$ cat src/rtl/core/pid_deadband_feedforward_defines.svh
// Assertion macros for the PID controller with deadband and feedforward.
// Taken in by the top level; no other dependencies.
`ifndef PID_DEADBAND_FEEDFORWARD_DEFINES_SVH
`define PID_DEADBAND_FEEDFORWARD_DEFINES_SVH

// Same-cycle implication, disabled during reset
`define PDF_ASSERT_HOLDS(label, clk, rst, ante, cons, msg) \
   label: assert property (@(posedge clk) disable iff (rst) (ante) |-> (cons)) \
      else $error(msg);

// Next-cycle implication, disabled during reset
`define PDF_ASSERT_NEXT(label, clk, rst, ante, cons, msg) \
   label: assert property (@(posedge clk) disable iff (rst) (ante) |=> (cons)) \
      else $error(msg);

`endif

$ cat src/rtl/core/pdf_pkg.sv
// Shared widths, register indexes, stage types and the symmetric clamp
// for the PID controller pipeline. No dependencies.
package pdf_pkg;

   localparam int SAMPLE_WIDTH    = 16;
   localparam int GAIN_WIDTH      = 32;
   localparam int GAIN_FRAC_BITS  = 16;
   localparam int ERR_WIDTH       = SAMPLE_WIDTH + 1;
   localparam int ESUM_WIDTH      = 21;
   localparam int EDIFF_WIDTH     = ERR_WIDTH + 1;
   localparam int TDIFF_WIDTH     = SAMPLE_WIDTH + 1;
   localparam int DRIVE_WIDTH     = 16;
   localparam int DBAND_WIDTH     = 16;
   localparam int ILIM_WIDTH      = 20;
   localparam int TLIM_WIDTH      = 15;
   localparam int TERM_WIDTH      = 40;
   localparam int CSR_INDEX_WIDTH = 3;
   localparam int CSR_DATA_WIDTH  = 32;

   typedef enum logic [CSR_INDEX_WIDTH-1:0] {
      CSR_GAIN_P,
      CSR_GAIN_I,
      CSR_GAIN_D,
      CSR_GAIN_FF,
      CSR_DEAD_BAND,
      CSR_INTEGRAL_LIMIT,
      CSR_I_TERM_LIMIT,
      CSR_OUTPUT_LIMIT
   } csr_index_type;

   typedef struct packed {
      logic signed [GAIN_WIDTH-1:0] gain_p;
      logic signed [GAIN_WIDTH-1:0] gain_i;
      logic signed [GAIN_WIDTH-1:0] gain_d;
      logic signed [GAIN_WIDTH-1:0] gain_ff;
      logic [DBAND_WIDTH-1:0]       dead_band;
      logic [ILIM_WIDTH-1:0]        integral_limit;
      logic [TLIM_WIDTH-1:0]        i_term_limit;
      logic [TLIM_WIDTH-1:0]        output_limit;
   } cfg_type;

   typedef struct packed {
      logic signed [ERR_WIDTH-1:0]   err;
      logic signed [ESUM_WIDTH-1:0]  esum;
      logic signed [EDIFF_WIDTH-1:0] ediff;
      logic signed [TDIFF_WIDTH-1:0] tdiff;
   } front_type;

   typedef struct packed {
      logic signed [TERM_WIDTH-1:0] p;
      logic signed [TERM_WIDTH-1:0] i;
      logic signed [TERM_WIDTH-1:0] d;
      logic signed [TERM_WIDTH-1:0] f;
   } term_type;

   function automatic logic signed [TERM_WIDTH-1:0] clamp_sym(
      input logic signed [TERM_WIDTH-1:0] v,
      input logic [ILIM_WIDTH-1:0]        lim
   );
      logic signed [TERM_WIDTH-1:0] hi;
      logic signed [TERM_WIDTH-1:0] lo;
      hi = signed'(TERM_WIDTH'(lim));
      lo = -hi;
      if (v > hi) begin
         return hi;
      end else if (v < lo) begin
         return lo;
      end
      return v;
   endfunction

endpackage

$ cat src/rtl/core/pdf_sum.sv
// I-term clamp, term summation, output clamp and the result register.
// Depends on pdf_pkg.
module pdf_sum import pdf_pkg::*; (
   input  logic                          clock,
   input  logic                          reset,
   input  logic                          advance,
   input  logic                          term_valid,
   input  term_type                      terms,
   input  cfg_type                       cfg,
   output logic                          rsp_valid,
   output logic signed [DRIVE_WIDTH-1:0] rsp_drive
);

   logic                          pair_valid_ff;
   logic signed [TERM_WIDTH-1:0]  pi_ff;
   logic signed [TERM_WIDTH-1:0]  df_ff;
   logic signed [TERM_WIDTH-1:0]  pi_in;
   logic signed [TERM_WIDTH-1:0]  df_in;
   logic signed [TERM_WIDTH-1:0]  i_clamped;
   logic signed [TERM_WIDTH-1:0]  total;
   logic                          rsp_valid_ff;
   logic signed [DRIVE_WIDTH-1:0] rsp_drive_ff;
   logic signed [DRIVE_WIDTH-1:0] rsp_drive_in;

   always_comb begin
      i_clamped    = clamp_sym($signed(terms.i), ILIM_WIDTH'(cfg.i_term_limit));
      pi_in        = $signed(terms.p) + i_clamped;
      df_in        = $signed(terms.d) + $signed(terms.f);
      total        = pi_ff + df_ff;
      rsp_drive_in = DRIVE_WIDTH'(clamp_sym(total, ILIM_WIDTH'(cfg.output_limit)));
   end

   always_ff @(posedge clock) begin
      if (reset) begin
         pair_valid_ff <= 1'b0;
         rsp_valid_ff  <= 1'b0;
      end else if (advance) begin
         pair_valid_ff <= term_valid;
         rsp_valid_ff  <= pair_valid_ff;
      end
   end

   always_ff @(posedge clock) begin
      if (advance) begin
         pi_ff        <= pi_in;
         df_ff        <= df_in;
         rsp_drive_ff <= rsp_drive_in;
      end
   end

   assign rsp_valid = rsp_valid_ff;
   assign rsp_drive = rsp_drive_ff;

endmodule

$ cat config.mk
export PLATFORM = sky130hd
export DESIGN_NAME = pdf_sum
export DESIGN_NICKNAME = d
export VERILOG_FILES = /design/src/rtl/core/pid_deadband_feedforward_defines.svh /design/src/rtl/core/pdf_pkg.sv /design/src/rtl/core/pdf_sum.sv
export SDC_FILE = /design/constraint.sdc
export NUM_CORES = 1
export LEC_CHECK = 0
export CORE_ASPECT_RATIO = 2
export CORE_MARGIN = 2
export CORE_UTILIZATION = 35
export CTS_CLUSTER_SIZE = 24
export DETAILED_ROUTE_END_ITERATION = 8
export DONT_BUFFER_PORTS = 1
export PLACE_DENSITY = 0.6
export SLEW_MARGIN = 10
export SYNTH_ARGS = -nofsm -noshare
export SYNTH_HDL_FRONTEND = slang
export SYNTH_SLANG_ARGS = --single-unit
$ cat constraint.sdc
create_clock -name clock -period 9.1 [get_ports clock]
set_clock_uncertainty 0.05 [all_clocks]
set_input_delay 1.82 -clock clock [delete_from_list [all_inputs] [get_ports clock]]
set_output_delay 1.82 -clock clock [all_outputs]
set_load 0.01 [all_outputs]
==> results.yml <==
run_status:
  status: "finished, final reports clean"
clock_network:
  cts.hold.buffers_added: 0
  cts_tree: "done"
  cts_resized: 0
  cts.sinks: 98
  cts_buffers: 9
  clk_pin_slew_ns: 0.08
  clk_latency_ns: 0.38
  root_buffer: "clkbuf_16"
  htreeDepth: 3
  cts_buffer_depth: 2
  cts_setup_buffers: 0
detailed_routing:
  wl_um: 43480
  drtPass1Iterations: 5
  drt_iter0_drc: 479
  ant_nets: 0
  vias: 12750
  drc: 0
  wl_per_cell_um: 19.45
  via_per_inst: 5.705
timing:
  setup_violations: 0
  max_freq_ghz: 0.1165
  min_period_ns: 8.585
  relSlewSlack: 0.3820
  rsz0062_at_grt: "no"
  tightest_slew_ns: 0.9200
  holdWs_ns: 0.4567
  tns_ns: 0
  finalHoldViolCount: 0
  min_period_over_period: 0.9434
  finalMaxSlewViolations: 0
layout:
  final_cells: 2235
  drive_gt1_frac: 0.09038
  area_growth_pct: 11.83
  layout.nets: 2301
  antenna_cells: 0
  final_core_util: 0.3969
  nFillCells: 4041
  multi_input_area_um2: 10350
  regArea_um2: 2923
setup_path:
  cpPeakStageDelay_ns: 0.43
  crit_path_start_kind: "input pin"
  end_kind: "register"
  cp-startpoint: "cfg[19]"
  critPathKind: "in -> reg"
  critPathMaxFanout: 8
  cp_slowest_cell: "or3_1"
  r2r-start: "df_ff[0]$_DFFE_PP_"
  worstPathArrival_ns: 8.65
  required_ns: 9.16
floorplanning:
  initial_core_util: 0.3549
  die_area_um2: 41040
  io_pins: 375
  std_cell_rows: 102
  design.core.area_um2: 38800
  die_w_um: 144.3
  fp.dieH_um: 284.5
min_path:
  hp-start: "pair_valid_ff$_SDFFE_PP0P_"
  hp-class: "reg -> reg"
power_and_ir_drop:
  leakage_nw: 6.947
  power_density_nw_per_um2: 190.8
  peakVddDrop_uv: 94.84
global_routing:
  grt_pass1_wl_um: 67470
  grt_max_degree: 99
  overflow: 0
  grt_antenna_before_repair: 1
  grt_use_total: 0.2117
  grt_pass1_vias: 13161
synth:
  ys.flop_type: "edfxtp_1"
  synth_area_per_cell_um2: 8.411
  ys_async_sr_fraction: 0
  synth_cells: 1637
  syn_nets: 2228
  synth_seq_cells: 98
  synth-edff-count: 96
  netlist_area_um2: 13770
  ys_types: 76
  yosys_warnings: 0
  synth-seq-area-share: 0.2123
place:
  place_inst: 2219
  port-buffer-count: 0
  place.gp.congestion: 0.9232
  hpwl_um: 37670
job:
  cap_viol_max_count: 0
cell type report:
| class | count | area share |
|---|---|---|
| clock inverters | 5 | 0.005525 |
| flip-flops and latches | 98 | 0.1898 |
| clock buffers | 11 | 0.01576 |
| inverters | 74 | 0.01804 |
| multi-input cells | 1415 | 0.6724 |
| repair buffers | 112 | 0.05623 |
| well taps | 520 | 0.04225 |
through the flow:
stage | total power, mW | cell area [µm²] | worst slack, ns
floorplan | 2.044 | 13770 | 0.6359
global placement | 2.487 | 15070 | 0.1907
detailed placement | 2.513 | 15070 | 0.1329
CTS | 2.959 | 15400 | 0.5359
global route | 3.199 | 15400 | 0.05149
finish | 2.938 | 15400 | 0.5149
power breakdown:
group | total [mW] | internal, mW | switching, mW
Clock | 0.430 | 0.250 | 0.180
Sequential | 0.690 | 0.639 | 0.0509
Combinational | 1.82 | 0.743 | 1.08
Total | 2.94 | 1.63 | 1.31
logic make-up (layout without fill, tap and decap cells):
logic type	Yosys count	in the layout	share of synthesized area
AO/OA/AOI/OAI	547	547	0.2713
XOR/XNOR	109	109	0.06933
adder cells (fa/ha/maj)	233	233	0.2134
AND/OR/NAND/NOR	504	504	0.1808
buffers and inverters	124	202	0.03653
multiplexers	22	22	0.01636
flip-flops	98	98	0.2123
Yosys cell counts, types with 21 or more instances:
cell type  count  share of area
clkbuf_1      40          0.011
xor2_1        34          0.022
inv_1         74          0.020
ha_1         230           0.21
a21o_1       107          0.058
a211oi_1      29          0.016
xnor2_1       75          0.048
nand4_1       39          0.018
nor2_1       131          0.036
o21a_1        29          0.016
a21oi_1      148          0.054
nor4_1        29          0.013
nand2_1      113          0.031
nor3_1        38          0.014
edfxtp_1      96           0.21
nand2b_1      23          0.010
nand3_1       37          0.013
o21ai_0       77          0.028
mux2i_1       21          0.015
routing by layer:
layer	track usage	wire (µm)	vias to the layer above
met5	0	10	-
met4	0.1051	2184	2
met3	0.05559	2974	95
met2	0.4133	23520	362
met1	0.1950	14790	5910
li1	-	-	6381
cells in the final DEF, fill, tap and decap left out, types with 34 or more instances in the layout:
| cell | count |
|---|---|
| xnor2_1 | 75 |
| inv_1 | 74 |
| nand3_1 | 37 |
| buf_4 | 110 |
| o21ai_0 | 76 |
| a21o_1 | 107 |
| nand4_1 | 39 |
| nor2_1 | 131 |
| nand2_1 | 113 |
| nor3_1 | 38 |
| xor2_1 | 34 |
| ha_1 | 230 |
| a21oi_1 | 148 |
| edfxtp_1 | 96 |
path summary, 6_finish.rpt:
| check | to | slack [ns] | depth (start not counted) |
|---|---|---|---|
| hold / removal | pair_valid_ff$_SDFFE_PP0P_ | 0.46 | 2 |
| setup reg to reg | rsp_drive[7]$_DFFE_PP_ | 3.10 | 20 |
| setup / recovery | pi_ff[39]$_DFFE_PP_ | 0.51 | 30 |
| hold reg to reg | pair_valid_ff$_SDFFE_PP0P_ | 0.46 | 2 |
flip-flops by register name, summed over array words and instances, names as in the netlist:
register,flops
df_ff,40
pi_ff,40
rsp_drive,16
pair_valid_ff,1
rsp_valid,1
critical path: cells and delay by family:
family          cells  cell delay, ns
buf+inv             4            0.65
xor+xnor            1            0.12
compound gates     16            3.86
fa+ha+maj           2            0.57
simple gates        7            1.62
Power figures use the tool's default switching activity.
