--- src/rtl/core/pid_deadband_feedforward_defines.svh ---
// Assertion macros for the PID controller with deadband and feedforward.
// Taken in by the top level; no other dependencies.
`ifndef PID_DEADBAND_FEEDFORWARD_DEFINES_SVH
`define PID_DEADBAND_FEEDFORWARD_DEFINES_SVH

// Same-cycle implication, disabled during reset
`define PDF_ASSERT_HOLDS(label, clk, rst, ante, cons, msg) \
   label: assert property (@(posedge clk) disable iff (rst) (ante) |-> (cons)) \
      else $error(msg);

// Next-cycle implication, disabled during reset
`define PDF_ASSERT_NEXT(label, clk, rst, ante, cons, msg) \
   label: assert property (@(posedge clk) disable iff (rst) (ante) |=> (cons)) \
      else $error(msg);

`endif

--- src/rtl/core/pdf_pkg.sv ---
// Shared widths, register indexes, stage types and the symmetric clamp
// for the PID controller pipeline. No dependencies.
package pdf_pkg;

   localparam int SAMPLE_WIDTH    = 16;
   localparam int GAIN_WIDTH      = 32;
   localparam int GAIN_FRAC_BITS  = 16;
   localparam int ERR_WIDTH       = SAMPLE_WIDTH + 1;
   localparam int ESUM_WIDTH      = 21;
   localparam int EDIFF_WIDTH     = ERR_WIDTH + 1;
   localparam int TDIFF_WIDTH     = SAMPLE_WIDTH + 1;
   localparam int DRIVE_WIDTH     = 16;
   localparam int DBAND_WIDTH     = 16;
   localparam int ILIM_WIDTH      = 20;
   localparam int TLIM_WIDTH      = 15;
   localparam int TERM_WIDTH      = 40;
   localparam int CSR_INDEX_WIDTH = 3;
   localparam int CSR_DATA_WIDTH  = 32;

   typedef enum logic [CSR_INDEX_WIDTH-1:0] {
      CSR_GAIN_P,
      CSR_GAIN_I,
      CSR_GAIN_D,
      CSR_GAIN_FF,
      CSR_DEAD_BAND,
      CSR_INTEGRAL_LIMIT,
      CSR_I_TERM_LIMIT,
      CSR_OUTPUT_LIMIT
   } csr_index_type;

   typedef struct packed {
      logic signed [GAIN_WIDTH-1:0] gain_p;
      logic signed [GAIN_WIDTH-1:0] gain_i;
      logic signed [GAIN_WIDTH-1:0] gain_d;
      logic signed [GAIN_WIDTH-1:0] gain_ff;
      logic [DBAND_WIDTH-1:0]       dead_band;
      logic [ILIM_WIDTH-1:0]        integral_limit;
      logic [TLIM_WIDTH-1:0]        i_term_limit;
      logic [TLIM_WIDTH-1:0]        output_limit;
   } cfg_type;

   typedef struct packed {
      logic signed [ERR_WIDTH-1:0]   err;
      logic signed [ESUM_WIDTH-1:0]  esum;
      logic signed [EDIFF_WIDTH-1:0] ediff;
      logic signed [TDIFF_WIDTH-1:0] tdiff;
   } front_type;

   typedef struct packed {
      logic signed [TERM_WIDTH-1:0] p;
      logic signed [TERM_WIDTH-1:0] i;
      logic signed [TERM_WIDTH-1:0] d;
      logic signed [TERM_WIDTH-1:0] f;
   } term_type;

   function automatic logic signed [TERM_WIDTH-1:0] clamp_sym(
      input logic signed [TERM_WIDTH-1:0] v,
      input logic [ILIM_WIDTH-1:0]        lim
   );
      logic signed [TERM_WIDTH-1:0] hi;
      logic signed [TERM_WIDTH-1:0] lo;
      hi = signed'(TERM_WIDTH'(lim));
      lo = -hi;
      if (v > hi) begin
         return hi;
      end else if (v < lo) begin
         return lo;
      end
      return v;
   endfunction

endpackage

--- src/rtl/core/pdf_front.sv ---
// Input register, deadband, integrator and difference terms; holds the
// controller state. Depends on pdf_pkg.
module pdf_front import pdf_pkg::*; (
   input  logic                           clock,
   input  logic                           reset,
   input  logic                           advance,
   input  logic                           req_valid,
   input  logic signed [SAMPLE_WIDTH-1:0] req_target,
   input  logic signed [SAMPLE_WIDTH-1:0] req_actual,
   input  cfg_type                        cfg,
   output logic                           front_valid,
   output front_type                      front
);

   logic                          in_valid_ff;
   logic signed [SAMPLE_WIDTH-1:0] tgt_ff;
   logic signed [SAMPLE_WIDTH-1:0] act_ff;
   logic signed [ESUM_WIDTH-1:0]  esum_ff;
   logic signed [ERR_WIDTH-1:0]   perr_ff;
   logic signed [SAMPLE_WIDTH-1:0] ptgt_ff;
   logic                          front_valid_ff;
   front_type                     front_ff;
   front_type                     front_in;

   logic signed [ERR_WIDTH-1:0]   err_raw;
   logic signed [ERR_WIDTH:0]     err_wide;
   logic signed [ERR_WIDTH:0]     band;
   logic signed [ERR_WIDTH-1:0]   err;
   logic signed [TERM_WIDTH-1:0]  esum_acc;
   logic signed [ESUM_WIDTH-1:0]  esum_in;

   always_comb begin
      err_raw  = ERR_WIDTH'(tgt_ff) - ERR_WIDTH'(act_ff);
      err_wide = (ERR_WIDTH + 1)'(err_raw);
      band     = signed'((ERR_WIDTH + 1)'(cfg.dead_band));
      // drop errors strictly inside the deadband
      if ((err_wide > -band) && (err_wide < band)) begin
         err = '0;
      end else begin
         err = err_raw;
      end
      esum_acc       = TERM_WIDTH'(esum_ff) + TERM_WIDTH'(err);
      esum_in        = ESUM_WIDTH'(clamp_sym(esum_acc, cfg.integral_limit));
      front_in.err   = err;
      front_in.esum  = esum_in;
      front_in.ediff = EDIFF_WIDTH'(err) - EDIFF_WIDTH'(perr_ff);
      front_in.tdiff = TDIFF_WIDTH'(tgt_ff) - TDIFF_WIDTH'(ptgt_ff);
   end

   always_ff @(posedge clock) begin
      if (reset) begin
         in_valid_ff    <= 1'b0;
         front_valid_ff <= 1'b0;
         esum_ff        <= '0;
         perr_ff        <= '0;
         ptgt_ff        <= '0;
      end else if (advance) begin
         in_valid_ff    <= req_valid;
         front_valid_ff <= in_valid_ff;
         if (in_valid_ff) begin
            esum_ff <= esum_in;
            perr_ff <= err;
            ptgt_ff <= tgt_ff;
         end
      end
   end

   always_ff @(posedge clock) begin
      if (advance) begin
         tgt_ff   <= req_target;
         act_ff   <= req_actual;
         front_ff <= front_in;
      end
   end

   assign front_valid = front_valid_ff;
   assign front       = front_ff;

endmodule

--- config.mk ---
export PLATFORM = sky130hd
export DESIGN_NAME = pdf_front
export DESIGN_NICKNAME = d
export VERILOG_FILES = /design/src/rtl/core/pid_deadband_feedforward_defines.svh /design/src/rtl/core/pdf_pkg.sv /design/src/rtl/core/pdf_front.sv
export SDC_FILE = /design/constraint.sdc
export NUM_CORES = 1
export LEC_CHECK = 0
export ABC_AREA = 1
export ABC_CLOCK_PERIOD_IN_PS = 6480
export BUFFER_PORTS_ARGS = -buffer_cell sky130_fd_sc_hd__buf_2
export CAP_MARGIN = 25
export CORE_ASPECT_RATIO = 0.8
export CORE_MARGIN = 3
export CORE_UTILIZATION = 49
export DETAILED_ROUTE_END_ITERATION = 8
export PLACE_DENSITY = 0.75
export SLEW_MARGIN = 30
export SYNTH_ARGS = -nofsm -noshare
export SYNTH_HDL_FRONTEND = slang
export SYNTH_SLANG_ARGS = --single-unit
--- constraint.sdc ---
create_clock -name clock -period 6.48 [get_ports clock]
set_clock_uncertainty 0.1 [all_clocks]
set_input_delay 0.324 -clock clock [delete_from_list [all_inputs] [get_ports clock]]
set_output_delay 0.324 -clock clock [all_outputs]
set_load 0.03 [all_outputs]
==> flow_results.org, run 1 <==
** Hold path
- Worst Hold End :: tgt_ff[9]$_DFFE_PP_
- The path class of the tightest hold or removal check is in2reg.
- The worst hold path begins at req_target[9].
- Number of cells on the worst hold path :: 1

** Logic synthesis
- Yosys attributes the largest share of cell area to sky130_fd_sc_hd__edfxtp_1 (25%), sky130_fd_sc_hd__ha_1 (15%), sky130_fd_sc_hd__dfxtp_1 (8.9%).
- Count of flip-flops with a built-in enable after synthesis :: 105
- The biggest area contributor in the post-synthesis netlist is sky130_fd_sc_hd__edfxtp_1.
- Yosys mapped the design onto 53 distinct sky130hd cell types.
- Predominant post-synthesis flop cell :: sky130_fd_sc_hd__edfxtp_1
- Post-synthesis area per instance :: 8.03 sq um
- Yosys reg bits :: 161
- For this run, asynchronously set or reset flops after synthesis account for 0.
- For this run, the register share of the synthesized area comes to 0.340.
- Yosys printed 0 warnings.
- Mapped Area :: 12600 sq um
- Of the post-synthesis cell area, the dominant cell type holds 0.251.
- Net Count, Synth :: 1947
- Synthesized instance count :: 1567

** Layout
- The repair_antennas step left the layout with diodes totalling 0.
- Registers take 4270 sq um.
- Final #Nets :: 2385
- Relative to the synthesized area, the layout overhead comes to 40.6%.
- Counting the fill cells in the layout gives 1780.
- Final standard cell area without fillers :: 17700 sq um
- Fraction of layout instances using a drive strength above 1 :: 0.348
- Total area of multi-input combinational cells :: 8120 sq um

** Worst setup path
- Max FO, Critical Path :: 5
- STA classifies the critical path endpoint as a flop.
- Type of element launching the critical path :: flop
- At the worst endpoint, the required time is 6.57 ns.
- For this run, the slowest stage of the critical path takes 0.42 ns.
- Depth of the worst register-to-register path :: 46
- Critical path start-end classification :: reg2reg
- The endpoint identified for the worst register-to-register timing path is front[54]$_DFFE_PP_.
- Dominant delay contributor by cell family on the critical path :: simple AND/OR/NAND/NOR gates
- Bufs and invs on worst path :: 10
- The slowest stage of the critical path belongs to the cell sky130_fd_sc_hd__edfxtp_1.
- At the worst endpoint, the arrival time is 7.28 ns.
- Source of the worst register-to-register timing path :: act_ff[0]$_DFFE_PP_
- The worst register-to-register path has a setup slack of -0.71 ns.

** Timing
- Total negative slack :: -27.94 ns
- The worst pin sits at a relative slew slack of 0.428.
- Period Utilization, post-route :: 1.11
- Max-slew violation total from the final report :: 0
- Final-report hold violation count :: 0
- Setup violations remaining at the end of the flow were counted as 42.
- At the pin with the least slew margin, the transition time is 0.857 ns.
- Fmax :: 139 MHz
- Setup repair after global routing could not meet its margin everywhere.
- The worst path in the final design needs a cycle of 7.19 ns, including I/O delays and setup.
- Once routing completed, OpenROAD measured the worst setup slack at -0.707 ns.

** Die
- The die covers 27700 sq um.
- Chip Width :: 185 microns
- Floorplan row count :: 51
- Core Area :: 24800 sq um
- Top-Level Pins :: 304
- Initial standard-cell utilization of the core :: 0.507
- The die is 149 microns tall.

** Clock network
- Clock slew seen by the registers of the worst setup and hold paths :: 0.06 ns
- The clock passes through at most 2 buffers.
- Buffers inserted during clock tree synthesis total 17.
- Clock tree from TritonCTS :: yes
- Clock latency on the worst-skew pair, taken at its later pin, is 0.44 ns.
- The H-tree generated during clock tree synthesis spans 4 levels.
- CTS saw 161 sinks.
- In this run the clock root is driven by a sky130_fd_sc_hd__clkbuf_16.

** Drt
- Post-detailed-route count of antenna-violating nets :: 0
- In the final routed layout, each cell accounts on average for 16.5 microns.
- For this block, the routed nets add up to 38600 microns of wire.
- Using the TritonRoute via totals, the vias-per-cell ratio works out to 5.31.
- Total number of vias :: 12400
- Number of DRC violations after detailed-routing iteration 0 :: 1021
- For this run, the detailed router's first-pass iteration total came to 6.
- Post-detailed-route DRC marker count :: 0

** Placement
- Detailed placement ended at an HPWL of 27400 microns.
- Setup Slack @ Placement :: -0.755 ns
- The count of buffers added on input and output ports is 145.
- After detailed placement, the total cell area comes to 15500 sq um.
- Routability-driven placement finished with a final weighted congestion of 0.973.

** Power
- Leakage power :: 8.70 nW
- IR analysis of the VDD net gives a maximum drop of 0.253 mV.
- Dividing total power by cell area gives a power density of 377 nW/um^2.

** Flow run
- Max-capacitance violation count :: 0

** GRT
- The first global-routing pass estimated 60000 microns of wire.
- GRT Residual Overflow :: 0
- The number of antenna violations at the first check in global routing came to 0.
- In the global route stage, overall resource usage came out at 0.274.
- The via count of the first global-routing pass came to 12000.
- Entering global routing, the biggest net connects 63 pins.

** Outcome
- Status :: finished, violations left
- Failing checks :: negative setup slack
==> layer usage <==
layer | vias to the layer above | wire length (microns) | GRT usage
met5 | - | 0 | 0
met4 | 0 | 856 | 0.0806
met3 | 56 | 2650 | 0.0422
met2 | 447 | 17200 | 0.427
met1 | 5779 | 17900 | 0.395
li1 | 6116 | - | -
==> flip-flops by register name, summed over array words and instances (netlist names) <==
signal and flops:
perr_ff 17, front_valid 1, act_ff 16, esum_ff 21, in_valid_ff 1, tgt_ff 16
front 73, ptgt_ff 16
==> cells in the final DEF, fill, tap and decap left out, types with 5 or more instances in the layout <==
master | synthesis | layout
sky130_fd_sc_hd__edfxtp_1 | 105 | 105
sky130_fd_sc_hd__inv_1 | 251 | 238
sky130_fd_sc_hd__o21ai_0 | 84 | 59
sky130_fd_sc_hd__nand4_1 | 25 | 25
sky130_fd_sc_hd__nor3_1 | 18 | 11
sky130_fd_sc_hd__nand2_4 | 3 | 26
sky130_fd_sc_hd__a21o_1 | 5 | 5
sky130_fd_sc_hd__buf_4 | 2 | 256
sky130_fd_sc_hd__dlygate4sd3_1 | 0 | 31
sky130_fd_sc_hd__nor2_2 | 8 | 15
sky130_fd_sc_hd__nand2_2 | 33 | 48
sky130_fd_sc_hd__xor2_1 | 65 | 61
sky130_fd_sc_hd__clkbuf_16 | 0 | 18
sky130_fd_sc_hd__nor3_2 | 3 | 9
sky130_fd_sc_hd__o21ai_1 | 2 | 20
sky130_fd_sc_hd__o21ai_2 | 1 | 8
sky130_fd_sc_hd__a21oi_2 | 1 | 9
sky130_fd_sc_hd__o21bai_1 | 12 | 10
sky130_fd_sc_hd__nor2_4 | 5 | 7
sky130_fd_sc_hd__nor4_1 | 9 | 6
sky130_fd_sc_hd__bufinv_16 | 0 | 5
sky130_fd_sc_hd__ha_1 | 146 | 125
sky130_fd_sc_hd__dfxtp_1 | 56 | 56
sky130_fd_sc_hd__nand2_1 | 257 | 218
sky130_fd_sc_hd__o211ai_1 | 6 | 6
sky130_fd_sc_hd__buf_2 | 5 | 144
sky130_fd_sc_hd__nand3_1 | 57 | 48
sky130_fd_sc_hd__nand3_4 | 1 | 19
sky130_fd_sc_hd__a21oi_1 | 125 | 113
sky130_fd_sc_hd__nand3_2 | 48 | 40
sky130_fd_sc_hd__a31oi_1 | 5 | 5
sky130_fd_sc_hd__ha_4 | 0 | 20
sky130_fd_sc_hd__buf_12 | 2 | 6
sky130_fd_sc_hd__inv_2 | 15 | 25
sky130_fd_sc_hd__xnor2_1 | 19 | 18
sky130_fd_sc_hd__nor2_1 | 133 | 124
==> how the worst max path moves through the flow <==
stage	start	to	cells past startpoint
after global placement	tgt_ff[7]$_DFFE_PP_	front[38]$_DFFE_PP_	42
after detailed placement	tgt_ff[7]$_DFFE_PP_	front[38]$_DFFE_PP_	45
final	act_ff[0]$_DFFE_PP_	front[54]$_DFFE_PP_	46
after global routing	tgt_ff[1]$_DFFE_PP_	esum_ff[0]$_SDFFE_PP0P_	52
after CTS	act_ff[0]$_DFFE_PP_	front[53]$_DFFE_PP_	46
after floorplan	act_ff[0]$_DFFE_PP_	front[44]$_DFFE_PP_	48
==> cell families after synthesis <==
logic type               after synthesis  synth area share
AND/OR/NAND/NOR                      613             0.241
buffers and inverters                294            0.0935
AO/OA/AOI/OAI                        265             0.116
flip-flops                           161             0.340
adder cells (fa/ha/maj)              150             0.152
XOR/XNOR                              84            0.0585
==> per-stage QoR <==
stage | utilization | cells | power (mW) | hold slack (ns)
3_5_place_dp | 0.625 | 2238 | 4.79 | 0.351
3_3_place_gp | 0.625 | 2238 | 4.71 | 0.342
5_1_grt | 0.713 | 2336 | 7.08 | 0.00149
2_1_floorplan | - | 1567 | 3.54 | 0.323
4_1_cts | 0.694 | 2327 | 6.41 | 0.000199
6_report | 0.713 | 2336 | 6.67 | 0.0255
==> area by class of cell <==
type / count / area share
multi-input combinational: 1113 / 0.459
sequential: 161 / 0.242
timing repair buffer: 446 / 0.184
inverter: 266 / 0.0568
clock buffer: 19 / 0.0245
tap: 318 / 0.0225
clock inverter: 13 / 0.0117
==> what timing repair did <==
action	in CTS	in global routing
hold buffers	31	0
gates cloned	6	1
buffers inserted	20	9
pin swaps	61	50
endpoints found under the hold margin	31	0
resized for setup	108	87
endpoints found under the setup margin	42	45
==> cell usage after synthesis, drive strengths merged, types with 9 or more instances <==
master  number
xor2        65
nand2      293
edfxtp     105
buf         12
dfxtp       56
a21oi      126
nor4         9
o21ai       87
o21bai      12
inv        266
nand4       27
nor3        21
ha         146
xnor2       19
nor2       146
nand3      106
clkbuf      16
==> where the power goes <==
| part | switching (mW) | leakage, nW | internal (mW) |
|---|---|---|---|
| logic | 2.37 | 6.90 | 1.72 |
| registers | 0.0759 | 1.50 | 1.39 |
| clock network | 0.439 | 0.302 | 0.685 |
Power figures use the tool's default switching activity.
==> run 2, diff against run 1 <==
Settings changed: CELL_PAD_IN_SITES_DETAIL_PLACEMENT from default to 0, CELL_PAD_IN_SITES_GLOBAL_PLACEMENT from default to 1, CORE_MARGIN 3 to default, CORE_UTILIZATION 49 to 36.
==> flow_results.org, run 2 (synthesized netlist as in run 1, its figures left out) <==
** Timing
- Final-report hold violation count :: 0
- Worst relative slew slack :: 0.360
- Setup repair after global routing could not meet its margin everywhere.
- Time the final worst path needs with I/O delays and setup :: 7.06 ns
- Dividing the final minimum period by the clock period gives 1.09.
- Setup slack on the critical path of the routed design comes to -0.581 ns.
- Max-slew violation total from the final report :: 0
- Slew at the pin with the worst max-slew slack :: 0.960 ns
- Derived from the worst setup path, the maximum achievable clock frequency is 142 MHz.
- Smallest hold slack :: 0.0748 ns
- Final count of negative-setup-slack endpoints :: 42

** Placement
- Post-detailed-placement half-perimeter wirelength :: 29200 microns
- The congestion estimate from routability-driven global placement came to 0.893.
- Counting tap cells, the placed design contains a total of 2406 instances.
- Number of input and output port buffers inserted :: 145

** GRT
- In the global route stage, overall resource usage came out at 0.224.
- Entering global routing, the biggest net connects 77 pins.
- After global routing the overflow that remains totals 0.
- Antenna violations before repair :: 1
- The via count of the first global-routing pass was 11700.
- The first global-routing pass estimated 62000 microns of wire.

** Layout
- Final Util :: 0.545
- Final #Nets :: 2415
- Total area of multi-input combinational cells :: 8460 sq um
- From synthesis to final layout, the design area changed by 47.2%.
- The finished layout holds 2513 standard cells, fillers aside.
- Commonest cells after routing, fill and taps aside :: sky130_fd_sc_hd__buf_4 (266), sky130_fd_sc_hd__inv_1 (236), sky130_fd_sc_hd__nand2_1 (195)
- Leaving out fill and tap cells, the most frequent cell in the layout is sky130_fd_sc_hd__buf_4.
- Register area :: 4270 sq um
- Number of diodes added for antenna fixing :: 0
- Of the cells placed in the final design, the portion with a size suffix greater than 1 is 0.384.
- The register with the most flip-flops in the layout has 73 of them.
- Total of fill cells in the finished design :: 3076

** Flow run
- Max-capacitance violation count :: 0

** Clock network
- Clk_lat worst skew :: 0.46 ns
- TritonCTS built the clock tree.
- Clock slew seen by the registers of the worst setup and hold paths :: 0.08 ns
- Inserted Clock Buffers :: 17
- The clock net in this run drives a total of 161 sinks.
- Maximum clock insertion buffer count :: 2
- The H-tree generated during clock tree synthesis spans 4 levels.
- The root buffer cell chosen for the clock tree is sky130_fd_sc_hd__clkbuf_16.

** Worst setup path
- For this design, the slowest cell found on the critical path is sky130_fd_sc_hd__edfxtp_1.
- The largest single stage delay on the critical path is 0.40 ns.
- STA classifies the critical path startpoint as a flop.
- In this design, the critical path's most frequently occurring cell is sky130_fd_sc_hd__buf_4.
- The worst setup path is captured at a flop.
- Required time at the endpoint of the critical path :: 6.79 ns
- For the worst setup path, the data arrival time is 7.37 ns.
- Max FO, Critical Path :: 8
- The worst setup path is of the reg2reg kind.

** Drt
- After detailed routing, the average wire length per cell comes to 15.7 microns.
- Number of search-and-repair iterations in the first detailed-routing pass :: 5
- For this block, the initial DRC count from the detailed router was 612.
- Total number of vias :: 12100
- Post-detailed-route count of antenna-violating nets :: 0
- Drt via density :: 4.80
- After detailed routing, the number of remaining DRC violations is 0.
- Overall routed net length :: 39600 microns

** Power
- Leakage power :: 8.96 nW
- Power per standard cell area :: 374 nW/um^2
- Overall power consumption :: 6.92 mW
- Worst vdd rail ir drop :: 0.268 mV

** Die
- The initial utilization of the core area, before any placement, comes to 0.370.
- The die is 211 microns wide.
- Area of the die :: 35700 sq um
- From bottom edge to top edge, the die measures 169 microns.
- In this run the count of I/O pins placed on the die edge is 304.
- Floorplan row count :: 60
- After floorplanning, the core was sized to cover 34000 sq um.

** Outcome
- Status :: finished, violations left
- The final reports fail on negative setup slack.

** Hold path
- The path class of the tightest hold or removal check is in2reg.
-- run 2: cell count changes in the layout (fill, tap and decap cells not counted), moves of 4 or more --
cell and delta:
sky130_fd_sc_hd__ha_1 -4, sky130_fd_sc_hd__nand2_4 +8, sky130_fd_sc_hd__a21oi_2 +7, sky130_fd_sc_hd__buf_4 +10
sky130_fd_sc_hd__nand3_1 -4, sky130_fd_sc_hd__nand2_2 +15, sky130_fd_sc_hd__a21oi_1 -7, sky130_fd_sc_hd__nor2_1 -4
sky130_fd_sc_hd__buf_6 +16, sky130_fd_sc_hd__nand2_1 -23
-- run 2: repair_timing --
action,4_1_cts,5_1_grt
resized for setup,185,102
cloned,7,0
endpoints found under the hold margin,32,0
setup buffers,32,8
hold buffers,32,0
endpoints found under the setup margin,42,44
pin swaps,136,66
-- run 2: worst max-delay path, delay by kind of cell, from the launching register on --
kind | cells | cell delay, ns
xor+xnor | 2 | 0.48
buf+inv | 12 | 1.53
simple gates | 22 | 2.62
flops | 1 | 0.40
compound gates | 4 | 0.64
fa+ha+maj | 5 | 1.21
-- run 2: final timing paths --
path | from | to | slack, ns | cells past startpoint
setup / recovery | act_ff[0]$_DFFE_PP_ | esum_ff[19]$_SDFFE_PP0P_ | -0.58 | 45
hold / removal | req_valid | in_valid_ff$_SDFFE_PP0P_ | 0.07 | 3
setup reg to reg | act_ff[0]$_DFFE_PP_ | esum_ff[19]$_SDFFE_PP0P_ | -0.58 | 45
hold reg to reg | ptgt_ff[13]$_SDFFE_PP0P_ | ptgt_ff[13]$_SDFFE_PP0P_ | 0.36 | 2
-- run 2: cell type report --
cell class / instances / area share
multi-input cells: 1113 / 0.457
flip-flops and latches: 161 / 0.231
repair buffers: 476 / 0.193
inverters: 266 / 0.0542
well taps: 465 / 0.0314
clock buffers: 17 / 0.0230
clock inverters: 15 / 0.0109
-- run 2: metal layers --
metal | wire (microns) | GRT usage | share of wire | vias to the layer above
met5 | 0 | 0 | 0 | -
met4 | 655 | 0.0621 | 0.017 | 0
met3 | 1980 | 0.0444 | 0.050 | 50
met2 | 16800 | 0.330 | 0.42 | 274
met1 | 20200 | 0.329 | 0.51 | 5569
li1 | - | - | - | 6165
-- run 2: where the power goes --
part / total (mW) / internal [mW] / leakage, nW / switching [mW]
logic: 4.34 / 1.89 / 7.16 / 2.46
clock network: 1.10 / 0.618 / 0.302 / 0.483
registers: 1.47 / 1.39 / 1.50 / 0.0838
total: 6.92 / 3.89 / 8.96 / 3.02
-- run 2: per-stage QoR --
step / setup TNS [ns] / area [sq um] / worst slack [ns]
after floorplan: -3.21 / 12700 / -0.0843
after global placement: -32.62 / 15900 / -0.804
after detailed placement: -38.70 / 15900 / -0.954
after CTS: -19.49 / 18000 / -0.491
after global routing: -39.74 / 18500 / -1.04
final: -21.66 / 18500 / -0.581
